**config.mk**
```make
export PLATFORM = sky130hd
export DESIGN_NAME = ptz_camera_command_framer
export DESIGN_NICKNAME = d
export VERILOG_FILES = /design/src/ptzcf_pkg.sv /design/src/ptz_camera_command_framer.sv /design/src/ptzcf_front.sv /design/src/ptzcf_queue.sv /design/src/ptzcf_back.sv
export SDC_FILE = /design/constraint.sdc
export NUM_CORES = 1
export LEC_CHECK = 0
export ABC_CLOCK_PERIOD_IN_PS = 7240
export BUFFER_PORTS_ARGS = -buffer_cell sky130_fd_sc_hd__buf_4
export CORE_MARGIN = 3
export CORE_UTILIZATION = 62
export DETAILED_ROUTE_END_ITERATION = 10
export HOLD_SLACK_MARGIN = 0.02
export PLACE_DENSITY = 0.86
export SLEW_MARGIN = 20
export SYNTH_ARGS = -nofsm -noshare
export SYNTH_HDL_FRONTEND = slang
export SYNTH_HIERARCHICAL = 1
export SYNTH_SLANG_ARGS = --single-unit
```
**constraint.sdc**
```tcl
create_clock -name clock -period 7.24 [get_ports clock]
set_input_delay 0.362 -clock clock [delete_from_list [all_inputs] [get_ports clock]]
set_output_delay 0.362 -clock clock [all_outputs]
set_load 0.02 [all_outputs]
```
**src/ptzcf_pkg.sv**
```systemverilog
// ptzcf_pkg: shared types, codes and tables for the ptz camera command framer
// used by every module in src; no dependencies

package ptzcf_pkg;

   localparam int FRAME_LENGTH      = 7;
   localparam int QUEUE_DEPTH       = 2;
   localparam int IDX_W             = 3;

   localparam logic [7:0] HEADER_BYTE     = 8'hA5;
   localparam logic [7:0] TERM_BYTE       = 8'h55;
   localparam logic [7:0] CMD_MOVE        = 8'h10;
   localparam logic [7:0] CMD_PRESET_SET  = 8'h25;
   localparam logic [7:0] CMD_PRESET_GOTO = 8'h11;
   localparam logic [7:0] SUB_PANTILT     = 8'h0D;
   localparam logic [7:0] SUB_ZOOM_WIDE   = 8'h0C;
   localparam logic [7:0] SUB_ZOOM_TELE   = 8'h0E;
   localparam logic [7:0] SUB_IRIS_OPEN   = 8'h06;
   localparam logic [7:0] SUB_IRIS_CLOSE  = 8'h05;
   localparam logic [7:0] SUB_FOCUS_NEAR  = 8'h03;
   localparam logic [7:0] SUB_FOCUS_FAR   = 8'h04;
   localparam logic [7:0] DATA_IDLE       = 8'h88;
   localparam logic [3:0] NIB_PAN_LOW     = 4'h8;
   localparam logic [3:0] NIB_HIGH_SET    = 4'h8;
   localparam logic [7:0] PCT_MAX         = 8'd100;

   localparam logic [7:0] CAM_ADDR_RESET  = 8'd1;
   localparam logic [6:0] DFLT_PCT_RESET  = 7'd50;

   typedef enum logic [0:0] {
      REG_CAM_ADDR = 1'b0,
      REG_DFLT_PCT = 1'b1
   } reg_idx_type;

   typedef enum logic [4:0] {
      OP_PAN_LEFT    = 5'd0,
      OP_PAN_RIGHT   = 5'd1,
      OP_TILT_UP     = 5'd2,
      OP_TILT_DOWN   = 5'd3,
      OP_LEFT_UP     = 5'd4,
      OP_LEFT_DOWN   = 5'd5,
      OP_RIGHT_UP    = 5'd6,
      OP_RIGHT_DOWN  = 5'd7,
      OP_ZOOM_WIDE   = 5'd8,
      OP_ZOOM_TELE   = 5'd9,
      OP_IRIS_OPEN   = 5'd10,
      OP_IRIS_CLOSE  = 5'd11,
      OP_FOCUS_NEAR  = 5'd12,
      OP_FOCUS_FAR   = 5'd13,
      OP_STOP        = 5'd14,
      OP_PRESET_SET  = 5'd15,
      OP_PRESET_GOTO = 5'd16,
      OP_OSD_UP      = 5'd17,
      OP_OSD_DOWN    = 5'd18,
      OP_OSD_LEFT    = 5'd19,
      OP_OSD_RIGHT   = 5'd20,
      OP_OSD_ENTER   = 5'd21,
      OP_OSD_STOP    = 5'd22,
      OP_NONE        = 5'd23
   } op_type;

   typedef struct packed {
      logic [7:0] addr;
      logic [7:0] cmd1;
      logic [7:0] cmd2;
      logic [7:0] data;
   } frame_desc_type;

   // smallest percentage reaching each speed index: ceil(100*k/7)
   localparam logic [7:0] SPEED_THRESH [1:6] = '{8'd15, 8'd29, 8'd43, 8'd58, 8'd72, 8'd86};

   localparam logic [3:0] LEFT_UP_NIB    [0:6] = '{4'd7, 4'd6, 4'd5, 4'd4, 4'd3, 4'd2, 4'd1};
   localparam logic [3:0] RIGHT_DOWN_NIB [0:6] = '{4'd9, 4'd10, 4'd11, 4'd12, 4'd13, 4'd14,
                                                   4'd15};

   // 7*pct/100 saturated at 6
   function automatic logic [2:0] speed_index(input logic [7:0] pct);
      logic [2:0] idx;
      idx = 3'd0;
      for (int k = 1; k <= 6; k++) begin
         if (pct >= SPEED_THRESH[k]) begin
            idx = 3'(k);
         end
      end
      return idx;
   endfunction

   function automatic logic [7:0] pan_byte(input logic [3:0] n);
      return {n, NIB_PAN_LOW};
   endfunction

   function automatic logic [7:0] tilt_byte(input logic [3:0] n);
      return {NIB_HIGH_SET, n};
   endfunction

endpackage

```
**src/ptz_camera_command_framer.sv**
```systemverilog
// ptz_camera_command_framer: top level with csr registers, front classifier,
// descriptor queue and frame serializer; depends on ptzcf_pkg and ptzcf_* modules
// path: a command beat passes the front descriptor register, the descriptor queue and the
// serializer output register; throughput: a framing command yields seven byte beats, one per cycle
//   while rsp_tready is high; non-framing commands are absorbed at one per cycle unless the queue is full
// reset: synchronous, clears handshake state, camera address 1, default speed 50 percent

module ptz_camera_command_framer #(
   parameter int QUEUE_DEPTH = ptzcf_pkg::QUEUE_DEPTH
) (
   input  logic        clock,
   input  logic        reset,
   input  logic        req_tvalid,
   output logic        req_tready,
   input  logic [15:0] req_tdata,   // operation[4:0], command_param[12:5], zero pad
   output logic        rsp_tvalid,
   input  logic        rsp_tready,
   output logic [15:0] rsp_tdata,   // frame_byte[7:0], byte_index[10:8], zero pad
   output logic        rsp_tlast,
   input  logic        csr_psel,
   input  logic        csr_penable,
   input  logic        csr_pwrite,
   input  logic [2:0]  csr_paddr,
   input  logic [31:0] csr_pwdata,
   output logic [31:0] csr_prdata,
   output logic        csr_pready
);

   logic [7:0]                cam_addr_ff;
   logic [6:0]                dflt_pct_ff;
   logic                      csr_wr;
   ptzcf_pkg::reg_idx_type    csr_idx;
   logic                      fq_valid, fq_ready, qb_valid, qb_pop;
   ptzcf_pkg::frame_desc_type fq_desc, qb_desc;
   logic [7:0]                frame_byte;
   logic [2:0]                byte_index;

   assign csr_pready = 1'b1;
   assign csr_wr     = csr_psel && csr_penable && csr_pwrite;
   assign csr_idx    = ptzcf_pkg::reg_idx_type'(csr_paddr[2]);

   always_comb begin
      unique case (csr_idx)
         ptzcf_pkg::REG_CAM_ADDR: csr_prdata = {24'd0, cam_addr_ff};
         ptzcf_pkg::REG_DFLT_PCT: csr_prdata = {25'd0, dflt_pct_ff};
         default:                 csr_prdata = 32'd0;
      endcase
   end

   always_ff @(posedge clock) begin
      if (reset) begin
         cam_addr_ff <= ptzcf_pkg::CAM_ADDR_RESET;
         dflt_pct_ff <= ptzcf_pkg::DFLT_PCT_RESET;
      end else if (csr_wr) begin
         if (csr_idx == ptzcf_pkg::REG_CAM_ADDR) begin
            cam_addr_ff <= csr_pwdata[7:0];
         end else begin
            dflt_pct_ff <= csr_pwdata[6:0];
         end
      end
   end

   ptzcf_front u_front (
      .clock         (clock),
      .reset         (reset),
      .in_valid      (req_tvalid),
      .in_ready      (req_tready),
      .operation     (req_tdata[4:0]),
      .command_param (req_tdata[12:5]),
      .cam_addr      (cam_addr_ff),
      .dflt_pct      (dflt_pct_ff),
      .desc_valid    (fq_valid),
      .desc_ready    (fq_ready),
      .desc          (fq_desc)
   );

   ptzcf_queue #(
      .DEPTH (QUEUE_DEPTH)
   ) u_queue (
      .clock      (clock),
      .reset      (reset),
      .push_valid (fq_valid),
      .push_ready (fq_ready),
      .push_desc  (fq_desc),
      .pop_valid  (qb_valid),
      .pop        (qb_pop),
      .pop_desc   (qb_desc)
   );

   ptzcf_back u_back (
      .clock      (clock),
      .reset      (reset),
      .desc_valid (qb_valid),
      .desc       (qb_desc),
      .desc_pop   (qb_pop),
      .out_valid  (rsp_tvalid),
      .out_ready  (rsp_tready),
      .frame_byte (frame_byte),
      .byte_index (byte_index),
      .last_byte  (rsp_tlast)
   );

   assign rsp_tdata = {5'd0, byte_index, frame_byte};

endmodule

```
**src/ptzcf_front.sv**
```systemverilog
// ptzcf_front: accepts command beats, builds the three command bytes
// and drops non-framing operations; depends on ptzcf_pkg

module ptzcf_front (
   input  logic                     clock,
   input  logic                     reset,
   input  logic                     in_valid,
   output logic                     in_ready,
   input  logic [4:0]               operation,
   input  logic [7:0]               command_param,
   input  logic [7:0]               cam_addr,
   input  logic [6:0]               dflt_pct,
   output logic                     desc_valid,
   input  logic                     desc_ready,
   output ptzcf_pkg::frame_desc_type desc
);

   logic                      valid_ff, valid_in;
   ptzcf_pkg::frame_desc_type desc_ff, desc_in;
   logic                      framing;
   logic [7:0]                pct;
   logic [2:0]                idx;
   logic [3:0]                lu, rd;
   logic                      accept;

   assign in_ready   = !valid_ff || desc_ready;
   assign accept     = in_valid && in_ready;
   assign desc_valid = valid_ff;
   assign desc       = desc_ff;

   always_comb begin
      pct = (command_param != 8'd0) ? command_param : {1'b0, dflt_pct};
      idx = ptzcf_pkg::speed_index(pct);
      lu  = ptzcf_pkg::LEFT_UP_NIB[idx];
      rd  = ptzcf_pkg::RIGHT_DOWN_NIB[idx];

      framing      = 1'b1;
      desc_in.addr = cam_addr;
      desc_in.cmd1 = ptzcf_pkg::CMD_MOVE;
      desc_in.cmd2 = ptzcf_pkg::SUB_PANTILT;
      desc_in.data = ptzcf_pkg::DATA_IDLE;

      unique case (operation) inside
         ptzcf_pkg::OP_PAN_LEFT:   desc_in.data = ptzcf_pkg::pan_byte(lu);
         ptzcf_pkg::OP_PAN_RIGHT:  desc_in.data = ptzcf_pkg::pan_byte(rd);
         ptzcf_pkg::OP_TILT_UP:    desc_in.data = ptzcf_pkg::tilt_byte(lu);
         ptzcf_pkg::OP_TILT_DOWN:  desc_in.data = ptzcf_pkg::tilt_byte(rd);
         ptzcf_pkg::OP_LEFT_UP:
            desc_in.data = ptzcf_pkg::pan_byte(lu) + ptzcf_pkg::tilt_byte(lu);
         ptzcf_pkg::OP_LEFT_DOWN:
            desc_in.data = ptzcf_pkg::pan_byte(lu) + ptzcf_pkg::tilt_byte(rd);
         ptzcf_pkg::OP_RIGHT_UP:
            desc_in.data = ptzcf_pkg::pan_byte(rd) + ptzcf_pkg::tilt_byte(lu);
         ptzcf_pkg::OP_RIGHT_DOWN:
            desc_in.data = ptzcf_pkg::pan_byte(rd) + ptzcf_pkg::tilt_byte(rd);
         ptzcf_pkg::OP_ZOOM_WIDE:  desc_in.cmd2 = ptzcf_pkg::SUB_ZOOM_WIDE;
         ptzcf_pkg::OP_ZOOM_TELE:  desc_in.cmd2 = ptzcf_pkg::SUB_ZOOM_TELE;
         ptzcf_pkg::OP_IRIS_OPEN:  desc_in.cmd2 = ptzcf_pkg::SUB_IRIS_OPEN;
         ptzcf_pkg::OP_IRIS_CLOSE: desc_in.cmd2 = ptzcf_pkg::SUB_IRIS_CLOSE;
         ptzcf_pkg::OP_FOCUS_NEAR: desc_in.cmd2 = ptzcf_pkg::SUB_FOCUS_NEAR;
         ptzcf_pkg::OP_FOCUS_FAR:  desc_in.cmd2 = ptzcf_pkg::SUB_FOCUS_FAR;
         ptzcf_pkg::OP_STOP: begin
         end
         ptzcf_pkg::OP_PRESET_SET, ptzcf_pkg::OP_PRESET_GOTO: begin
            desc_in.cmd1 = (operation == ptzcf_pkg::OP_PRESET_SET) ?
                           ptzcf_pkg::CMD_PRESET_SET : ptzcf_pkg::CMD_PRESET_GOTO;
            desc_in.cmd2 = {ptzcf_pkg::NIB_HIGH_SET, command_param[7:4]};
            desc_in.data = {ptzcf_pkg::NIB_HIGH_SET, command_param[3:0]};
         end
         [ptzcf_pkg::OP_OSD_UP:ptzcf_pkg::OP_OSD_STOP]: begin
            desc_in.cmd1 = 8'd0;
            desc_in.cmd2 = 8'd0;
            desc_in.data = 8'd0;
         end
         default: framing = 1'b0;
      endcase
   end

   always_comb begin
      valid_in = valid_ff;
      if (in_ready) begin
         valid_in = accept && framing;
      end
   end

   always_ff @(posedge clock) begin
      if (reset) begin
         valid_ff <= 1'b0;
      end else begin
         valid_ff <= valid_in;
      end
      if (accept) begin
         desc_ff <= desc_in;
      end
   end

endmodule

```
**src/ptzcf_queue.sv**
```systemverilog
// ptzcf_queue: short register queue of frame descriptors between front and back
// depends on ptzcf_pkg

module ptzcf_queue #(
   parameter int DEPTH = ptzcf_pkg::QUEUE_DEPTH
) (
   input  logic                      clock,
   input  logic                      reset,
   input  logic                      push_valid,
   output logic                      push_ready,
   input  ptzcf_pkg::frame_desc_type push_desc,
   output logic                      pop_valid,
   input  logic                      pop,
   output ptzcf_pkg::frame_desc_type pop_desc
);

   localparam int PTR_W = (DEPTH > 1) ? $clog2(DEPTH) : 1;
   localparam int CNT_W = $clog2(DEPTH + 1);

   ptzcf_pkg::frame_desc_type slot_ff [DEPTH];
   logic [PTR_W-1:0] wr_ptr_ff, wr_ptr_in, rd_ptr_ff, rd_ptr_in;
   logic [CNT_W-1:0] count_ff, count_in;
   logic             do_push, do_pop;

   assign push_ready = (count_ff != CNT_W'(DEPTH));
   assign pop_valid  = (count_ff != '0);
   assign pop_desc   = slot_ff[rd_ptr_ff];
   assign do_push    = push_valid && push_ready;
   assign do_pop     = pop && pop_valid;

   always_comb begin
      wr_ptr_in = wr_ptr_ff;
      rd_ptr_in = rd_ptr_ff;
      count_in  = count_ff;
      if (do_push) begin
         wr_ptr_in = (wr_ptr_ff == PTR_W'(DEPTH - 1)) ? '0 : wr_ptr_ff + 1'b1;
      end
      if (do_pop) begin
         rd_ptr_in = (rd_ptr_ff == PTR_W'(DEPTH - 1)) ? '0 : rd_ptr_ff + 1'b1;
      end
      if (do_push && !do_pop) begin
         count_in = count_ff + 1'b1;
      end else if (do_pop && !do_push) begin
         count_in = count_ff - 1'b1;
      end
   end

   always_ff @(posedge clock) begin
      if (reset) begin
         wr_ptr_ff <= '0;
         rd_ptr_ff <= '0;
         count_ff  <= '0;
      end else begin
         wr_ptr_ff <= wr_ptr_in;
         rd_ptr_ff <= rd_ptr_in;
         count_ff  <= count_in;
      end
      if (do_push) begin
         slot_ff[wr_ptr_ff] <= push_desc;
      end
   end

endmodule

```
**src/ptzcf_back.sv**
```systemverilog
// ptzcf_back: serializes one descriptor into seven frame byte beats with a
// running checksum and an output register; depends on ptzcf_pkg

module ptzcf_back (
   input  logic                      clock,
   input  logic                      reset,
   input  logic                      desc_valid,
   input  ptzcf_pkg::frame_desc_type desc,
   output logic                      desc_pop,
   output logic                      out_valid,
   input  logic                      out_ready,
   output logic [7:0]                frame_byte,
   output logic [2:0]                byte_index,
   output logic                      last_byte
);

   localparam logic [2:0] LAST_IDX = 3'(ptzcf_pkg::FRAME_LENGTH - 1);

   logic [2:0] pos_ff, pos_in;
   logic [7:0] sum_ff, sum_in;
   logic       valid_ff, valid_in;
   logic [7:0] byte_ff;
   logic [2:0] index_ff;
   logic       last_ff;
   logic [7:0] sel_byte;
   logic       load;

   assign load       = desc_valid && (!valid_ff || out_ready);
   assign desc_pop   = load && (pos_ff == LAST_IDX);
   assign out_valid  = valid_ff;
   assign frame_byte = byte_ff;
   assign byte_index = index_ff;
   assign last_byte  = last_ff;

   always_comb begin
      case (pos_ff)
         3'd0:    sel_byte = ptzcf_pkg::HEADER_BYTE;
         3'd1:    sel_byte = desc.addr;
         3'd2:    sel_byte = desc.cmd1;
         3'd3:    sel_byte = desc.cmd2;
         3'd4:    sel_byte = desc.data;
         3'd5:    sel_byte = ptzcf_pkg::TERM_BYTE;
         default: sel_byte = sum_ff;
      endcase
   end

   always_comb begin
      pos_in   = pos_ff;
      sum_in   = sum_ff;
      valid_in = valid_ff;
      if (load) begin
         valid_in = 1'b1;
         pos_in   = (pos_ff == LAST_IDX) ? 3'd0 : pos_ff + 3'd1;
         sum_in   = (pos_ff == 3'd0) ? sel_byte : sum_ff + sel_byte;
      end else if (out_ready) begin
         valid_in = 1'b0;
      end
   end

   always_ff @(posedge clock) begin
      if (reset) begin
         valid_ff <= 1'b0;
         pos_ff   <= '0;
      end else begin
         valid_ff <= valid_in;
         pos_ff   <= pos_in;
      end
      sum_ff <= sum_in;
      if (load) begin
         byte_ff  <= sel_byte;
         index_ff <= pos_ff;
         last_ff  <= (pos_ff == LAST_IDX);
      end
   end

endmodule

```
Word-level counts from Yosys, hierarchy flattened
Memories as Yosys holds them, arrays and structs flattened. A register that Yosys moved wholly into a read port is not among the register bits.
Index checks and enable logic that the tools add are counted.
{"block": "op_classes", "eq_ne": 23, "add_sub_neg": 10, "order_cmp": 9, "mux": 30, "n_reduce_logical": 27, "bitwise": 2}
{"op": "8-bit case mux with 10 select lines", "n": 1}
{"op": "32-bit case mux with 2 select lines", "n": 1}
{"op": "8-bit case mux with 8 select lines", "n": 1}
{"op": "8-bit case mux with 6 select lines", "n": 1}
{"op": "8-bit adder", "n": 5}
{"op": "5-bit by 4-bit == test with 1-bit output, second input constant", "n": 8}
{"op": "5-bit by 3-bit == test with 1-bit output, second input constant", "n": 4}
{"op": "18-bit OR reduction", "n": 1}
{"op": "8-bit by 6-bit greater-or-equal comparator with 1-bit output, second input constant", "n": 2}
{"op": "8-bit by 7-bit greater-or-equal comparator with 1-bit output, second input constant", "n": 2}
{"op": "4-bit two-way mux", "n": 4}
{"op": "8-bit two-way mux", "n": 2}
{"op": "8-bit case mux with 2 select lines", "n": 1}
{"op": "3-bit two-way mux", "n": 4}
{"op": "1-bit logical AND", "n": 11}
{"op": "5-bit by 2-bit == test with 1-bit output, second input constant", "n": 2}
{"op": "1-bit two-way mux", "n": 10}
{"op": "3-bit == test, second input constant", "n": 3}
{"op": "8-bit by 4-bit greater-or-equal comparator with 1-bit output, second input constant", "n": 1}
{"op": "8-bit by 5-bit greater-or-equal comparator with 1-bit output, second input constant", "n": 1}
{"op": "2-bit two-way mux", "n": 4}
{"op": "8-bit nonzero test", "n": 1}
{"op": "3-bit by 2-bit == test with 1-bit output, second input constant", "n": 2}
{"op": "6-bit two-way mux", "n": 1}
{"op": "20 further kinds", "n": 28}
{"block": "word_totals", "mem_bits_rw": 64, "n_memories": 3, "register_bits": 76, "in_bits": 58, "mem_bits_ro": 64, "out_inout_bits": 52}
{"name": "u_queue.slot_ff", "words": 2, "width": 32, "read_ports": 1, "rd_ports_with_merged_regs": 1, "write_ports": 1, "line": "ptzcf_queue.sv:20", "rtl": "ptzcf_pkg::frame_desc_type slot_ff [DEPTH];"}
{"name": "(name not given)", "words": 8, "width": 4, "read_ports": 1, "rd_ports_with_merged_regs": 0, "write_ports": 0, "line": "ptzcf_front.sv:34", "rtl": "lu = ptzcf_pkg::LEFT_UP_NIB[idx];"}
{"name": "(name not given)", "words": 8, "width": 4, "read_ports": 1, "rd_ports_with_merged_regs": 0, "write_ports": 0, "line": "ptzcf_front.sv:35", "rtl": "rd = ptzcf_pkg::RIGHT_DOWN_NIB[idx];"}

Longest topological paths before layout
{"block": "logic_depth", "depth_word": 15, "depth_mapped": 18, "depth_no_buf": 16}

Hierarchy
The synthesis kept the hierarchy.
{"mod": "ptzcf_queue", "area_each_um2": 2524.9, "cells_each": 124, "instances": 1, "seq_area_each_um2": 2021.9}
{"mod": "ptzcf_front", "area_each_um2": 1869.3, "cells_each": 206, "instances": 1, "seq_area_each_um2": 740.7}
{"mod": "ptzcf_back", "area_each_um2": 1632.8, "cells_each": 160, "instances": 1, "seq_area_each_um2": 680.7}
{"mod": "ptz_camera_command_framer", "area_each_um2": 997.2, "cells_each": 106, "instances": 1, "seq_area_each_um2": 300.3}

Least setup slack after synthesis
No wires, ideal clock.
{"block": "synth_path", "path_type": "input to register", "from": "in req_tdata[9]", "to": "reg u_front.desc_ff (netlist bit u_front/desc[6]), data pin", "setup_slack_ns": 3.555, "arrival_ns": 3.415, "n_path_buf": 1, "stages": 17, "cell_sequence": "buf_2 -> nor4_2 -> a41oi_1 -> a2111oi_0 -> o21bai_1 -> a21oi_1 -> o31a_1 -> ha_1 -> a21oi_2 -> a21oi_2 -> inv_1 -> ha_1 -> nand2b_1 -> nor2b_1 -> o22ai_1 -> o311a_1 -> o221ai_1"}
{"element": "start, declared", "line": "ptz_camera_command_framer.sv:15", "rtl": "input logic [15:0] req_tdata,"}
{"element": "end signal, assigned", "line": "ptzcf_front.sv:93", "rtl": "desc_ff <= desc_in;"}
{"element": "end, declared", "line": "ptzcf_front.sv:19", "rtl": "ptzcf_pkg::frame_desc_type desc_ff, desc_in;"}

==> metrics.log <==
INFO  metric outcome = completed
INFO  metric syn-instance-count = 596
INFO  metric cts_root_buf = sky130_fd_sc_hd__clkbuf_16
INFO  metric wire_length_of_the_first_global_routing_pass = 23.8 mm
INFO  metric final_max_slew_viol_count = 0
INFO  metric class_of_the_worst_hold_path = in2reg
INFO  metric firstDrtPassIters = 5
INFO  metric cts_tree = yes
INFO  metric share_of_synthesized_registers_carrying_an_async_set_or_reset = 0
INFO  metric synth.cell_area = 7020 um2
INFO  metric dpl_worst_slack = 2.90 ns
INFO  metric post_cts_hold_buffer_count = 0
INFO  metric layout.cells.most_common_list = 108 x sky130_fd_sc_hd__edfxtp_1, 54 x sky130_fd_sc_hd__buf_4, 48 x sky130_fd_sc_hd__nor2_1
INFO  metric p_leak = 2.94 nW
INFO  metric grt_antenna_before_repair = 0
INFO  metric maxSlewHeadroom = 0.230
INFO  metric floorplan.die.height = 112 um
INFO  metric max-clock-path-buffers = 2
INFO  metric detailroute.via_count = 4714
INFO  metric drtIter0Drc = 440
INFO  metric diodes = 0
INFO  metric timing.critical_path.arrival = 4.13 ns
INFO  metric worst-path-buf-inv = 2
INFO  metric post_cts.resized_instances = 0
INFO  metric max_clock_freq = 251 MHz
INFO  metric placementRows = 38
INFO  metric global_route.usage.met2 = 0.410
INFO  metric core-area = 10900 um2
INFO  metric clock_skew = 0.0104 ns
INFO  metric postCtsSetupBuffers = 0
INFO  metric syn_area_per_cell = 11.8 um2
INFO  metric synth_ff_type = sky130_fd_sc_hd__edfxtp_1
INFO  metric area.growth.synth_to_final = 12.3%
INFO  metric num-fill-cells = 738
INFO  metric wl = 14.3 mm
INFO  metric synth_area_leaders = sky130_fd_sc_hd__edfxtp_1 46%, sky130_fd_sc_hd__dfxtp_1 7.1%, sky130_fd_sc_hd__mux2_2 6.4%
INFO  metric yosys_warnings = 6
INFO  metric power.ir.vdd_worst = 0.000166 V
INFO  metric final_common_cell = sky130_fd_sc_hd__edfxtp_1
INFO  metric final_layout_size_suffix_gt1_frac = 0.225
INFO  metric finalSetupViolations = 0
INFO  metric post_synth_num_cell_types = 80
INFO  metric gpl.final_weighted_congestion = 0.888
INFO  metric critical_path.max_fanout = 8
INFO  metric vias_per_cell = 5.98
INFO  metric report.final.hold_viol_count = 0
INFO  metric power_density = 262 nW/um2
INFO  metric floorplan.io_pins = 110
INFO  metric grt_start_max_net_pins = 38
INFO  metric htree_num_levels = 4
INFO  metric detail-route-antenna-nets = 0
INFO  metric clk_latency = 0.41 ns
INFO  metric grt.met3_usage = 0.0550
INFO  metric grt_setup_unrepaired = no
INFO  metric layout_setup_ws = 3.25 ns
INFO  metric detail_route.wl_per_cell = 18.1 um
INFO  metric grt.total_usage = 0.236
INFO  metric grt_overflow = 0
INFO  metric grt-busiest-layer = met2
INFO  metric vias_in_the_first_global_route = 4760
INFO  metric cpLargestDelayFamily = compound AO/OA/AOI/OAI gates
INFO  metric globalRouteMet1Util = 0.293
INFO  metric tritoncts_buffers = 17
INFO  metric critical_path.cell_chain = buf_4 > nor4_2 > a41oi_1 > a2111oi_0 > o21bai_1 > a21oi_1 > o31a_1 > ha_1 > a21oi_2 > a21oi_2 > inv_1 > ha_1 > nand2b_1 > nor2b_1 > o22ai_1 > o311a_1 > o221ai_1
INFO  metric leading_area_contributor_after_synthesis = sky130_fd_sc_hd__edfxtp_1
INFO  metric period_needed = 3.99 ns
INFO  metric synth-seq-area-share = 0.533
INFO  metric cp_slowest_stage_delay = 0.65 ns
INFO  metric net_count_final = 709
INFO  metric cp-end-kind = flop
INFO  metric cts.sink_count = 133
INFO  metric setup_total_negative_slack = 0 ns
INFO  metric critical_path.startpoint_type = input pin
INFO  metric critPathKind = in2reg
INFO  metric worst-slew-pin-transition = 1.15 ns
INFO  metric clkTransAtPathRegs = 0.06 ns
INFO  metric layout.core_utilization = 0.721
INFO  metric cp_data_required_time = 7.38 ns
INFO  metric start_util = 0.642
INFO  metric period_share = 0.551
INFO  metric chipWidth = 112 um
INFO  metric worst_path_max_delay_cell = sky130_fd_sc_hd__a2111oi_0
INFO  metric yosys.area.top_type_share = 0.462
INFO  metric numPortBuffers = 50
INFO  metric drc = 0
INFO  metric drv.max_cap_violation_count = 0
INFO  metric die_area = 12600 um2
INFO  metric synth-seq-cells = 133
INFO  metric place.detailed.hpwl = 9.91 mm
INFO  metric synth_enable_flop_cells = 108
worst register-to-register path, stage by stage, from the launching register on:
cell and delay [ns]:
sky130_fd_sc_hd__dfxtp_1 0.80, sky130_fd_sc_hd__and2_1 0.23, sky130_fd_sc_hd__ha_1 0.48, sky130_fd_sc_hd__nor2b_4 0.12
sky130_fd_sc_hd__a21o_1 0.18, sky130_fd_sc_hd__a222oi_1 0.28, sky130_fd_sc_hd__a21oi_1 0.21, sky130_fd_sc_hd__fa_1 0.47
sky130_fd_sc_hd__a21o_1 0.18, sky130_fd_sc_hd__a21oi_1 0.27, sky130_fd_sc_hd__nor2b_1 0.11, sky130_fd_sc_hd__mux2i_1 0.13
sky130_fd_sc_hd__a211o_1 0.26
Yosys cell counts (6+ instances only):
master                       n
sky130_fd_sc_hd__a21o_1      7
sky130_fd_sc_hd__a21oi_1    27
sky130_fd_sc_hd__a22o_1      7
sky130_fd_sc_hd__a22oi_1     6
sky130_fd_sc_hd__a31oi_1     6
sky130_fd_sc_hd__buf_2       8
sky130_fd_sc_hd__buf_4      40
sky130_fd_sc_hd__buf_6       6
sky130_fd_sc_hd__clkbuf_1   11
sky130_fd_sc_hd__dfxtp_1    25
sky130_fd_sc_hd__edfxtp_1  108
sky130_fd_sc_hd__ha_1       15
sky130_fd_sc_hd__inv_1      17
sky130_fd_sc_hd__mux2_2     40
sky130_fd_sc_hd__mux2i_1    19
sky130_fd_sc_hd__nand2_1    27
sky130_fd_sc_hd__nand2b_1   27
sky130_fd_sc_hd__nand3_1    10
sky130_fd_sc_hd__nor2_1     48
sky130_fd_sc_hd__nor2b_1     6
sky130_fd_sc_hd__o21a_1      6
sky130_fd_sc_hd__o21ai_0    15
metrics by stage:
step / area, um2 / std cells / total power [mW] / hold slack [ns]
final: 7890 / 788 / 2.07 / 0.216
after global routing: 7890 / 788 / 2.15 / 0.218
after CTS: 7890 / 788 / 2.08 / 0.207
after detailed placement: 7260 / 756 / 1.17 / 0.431
after global placement: 7260 / 756 / 1.16 / 0.422
after floorplan: 7150 / 630 / 1.12 / 0.421
cell type report:
type,instances,area [um2],area share
inverter,18,67.6,0.00857
timing repair buffer,54,405,0.0514
multi-input combinational,411,2870,0.364
clock buffer,18,429,0.0544
tap,140,175,0.0222
sequential,133,3740,0.475
clock inverter,14,196,0.0249
registers in the layout (all words and copies together), names as in the netlist, 2 cells and up, named ones only:
signal             flops
u_queue/count_ff       2
u_back/sum_ff          8
u_back/pos_ff          3
u_queue/slot_ff       64
dflt_pct_ff            7
u_back/byte_index      3
cam_addr_ff            8
u_front/desc          24
u_back/frame_byte      8
cells by family (layout without fill, tap and decap cells):
kind of cell	after synthesis	in the layout	share of synthesized area
compound gates	127	127	0.130
xor+xnor	9	9	0.0112
fa+ha+maj	16	16	0.0296
buf+inv	86	104	0.0769
flops	133	133	0.533
mux	61	61	0.0944
other cells	3	37	0.00160
simple gates	161	161	0.124
power breakdown:
group / switching, mW / internal [mW]
Sequential: 0.0186 / 0.876
Combinational: 0.164 / 0.105
Clock: 0.323 / 0.580
Total: 0.505 / 1.56
layer usage:
metal,share of wire,up-vias,routed length (um)
met1,0.41,2281,5840
met3,0.055,30,787
met4,0.018,0,250
li1,-,2224,-
met5,0,-,0
met2,0.52,179,7400
final timing paths:
kind	from	to	slack (ns)	cells after the start
setup reg to reg	u_back/pos_ff[1]$_SDFFE_PP0P_	u_back/sum_ff[6]$_DFFE_PP_	3.27	12
hold reg to reg	u_front/desc[10]$_DFFE_PP_	u_queue/slot_ff[0][10]$_DFFE_PP_	0.44	0
setup / recovery	req_tdata[7]	u_front/desc[6]$_DFFE_PP_	3.25	17
hold / removal	csr_pwdata[0]	cam_addr_ff[0]$_SDFFE_PP1P_	0.22	3
(Power assumes the default switching activity.)
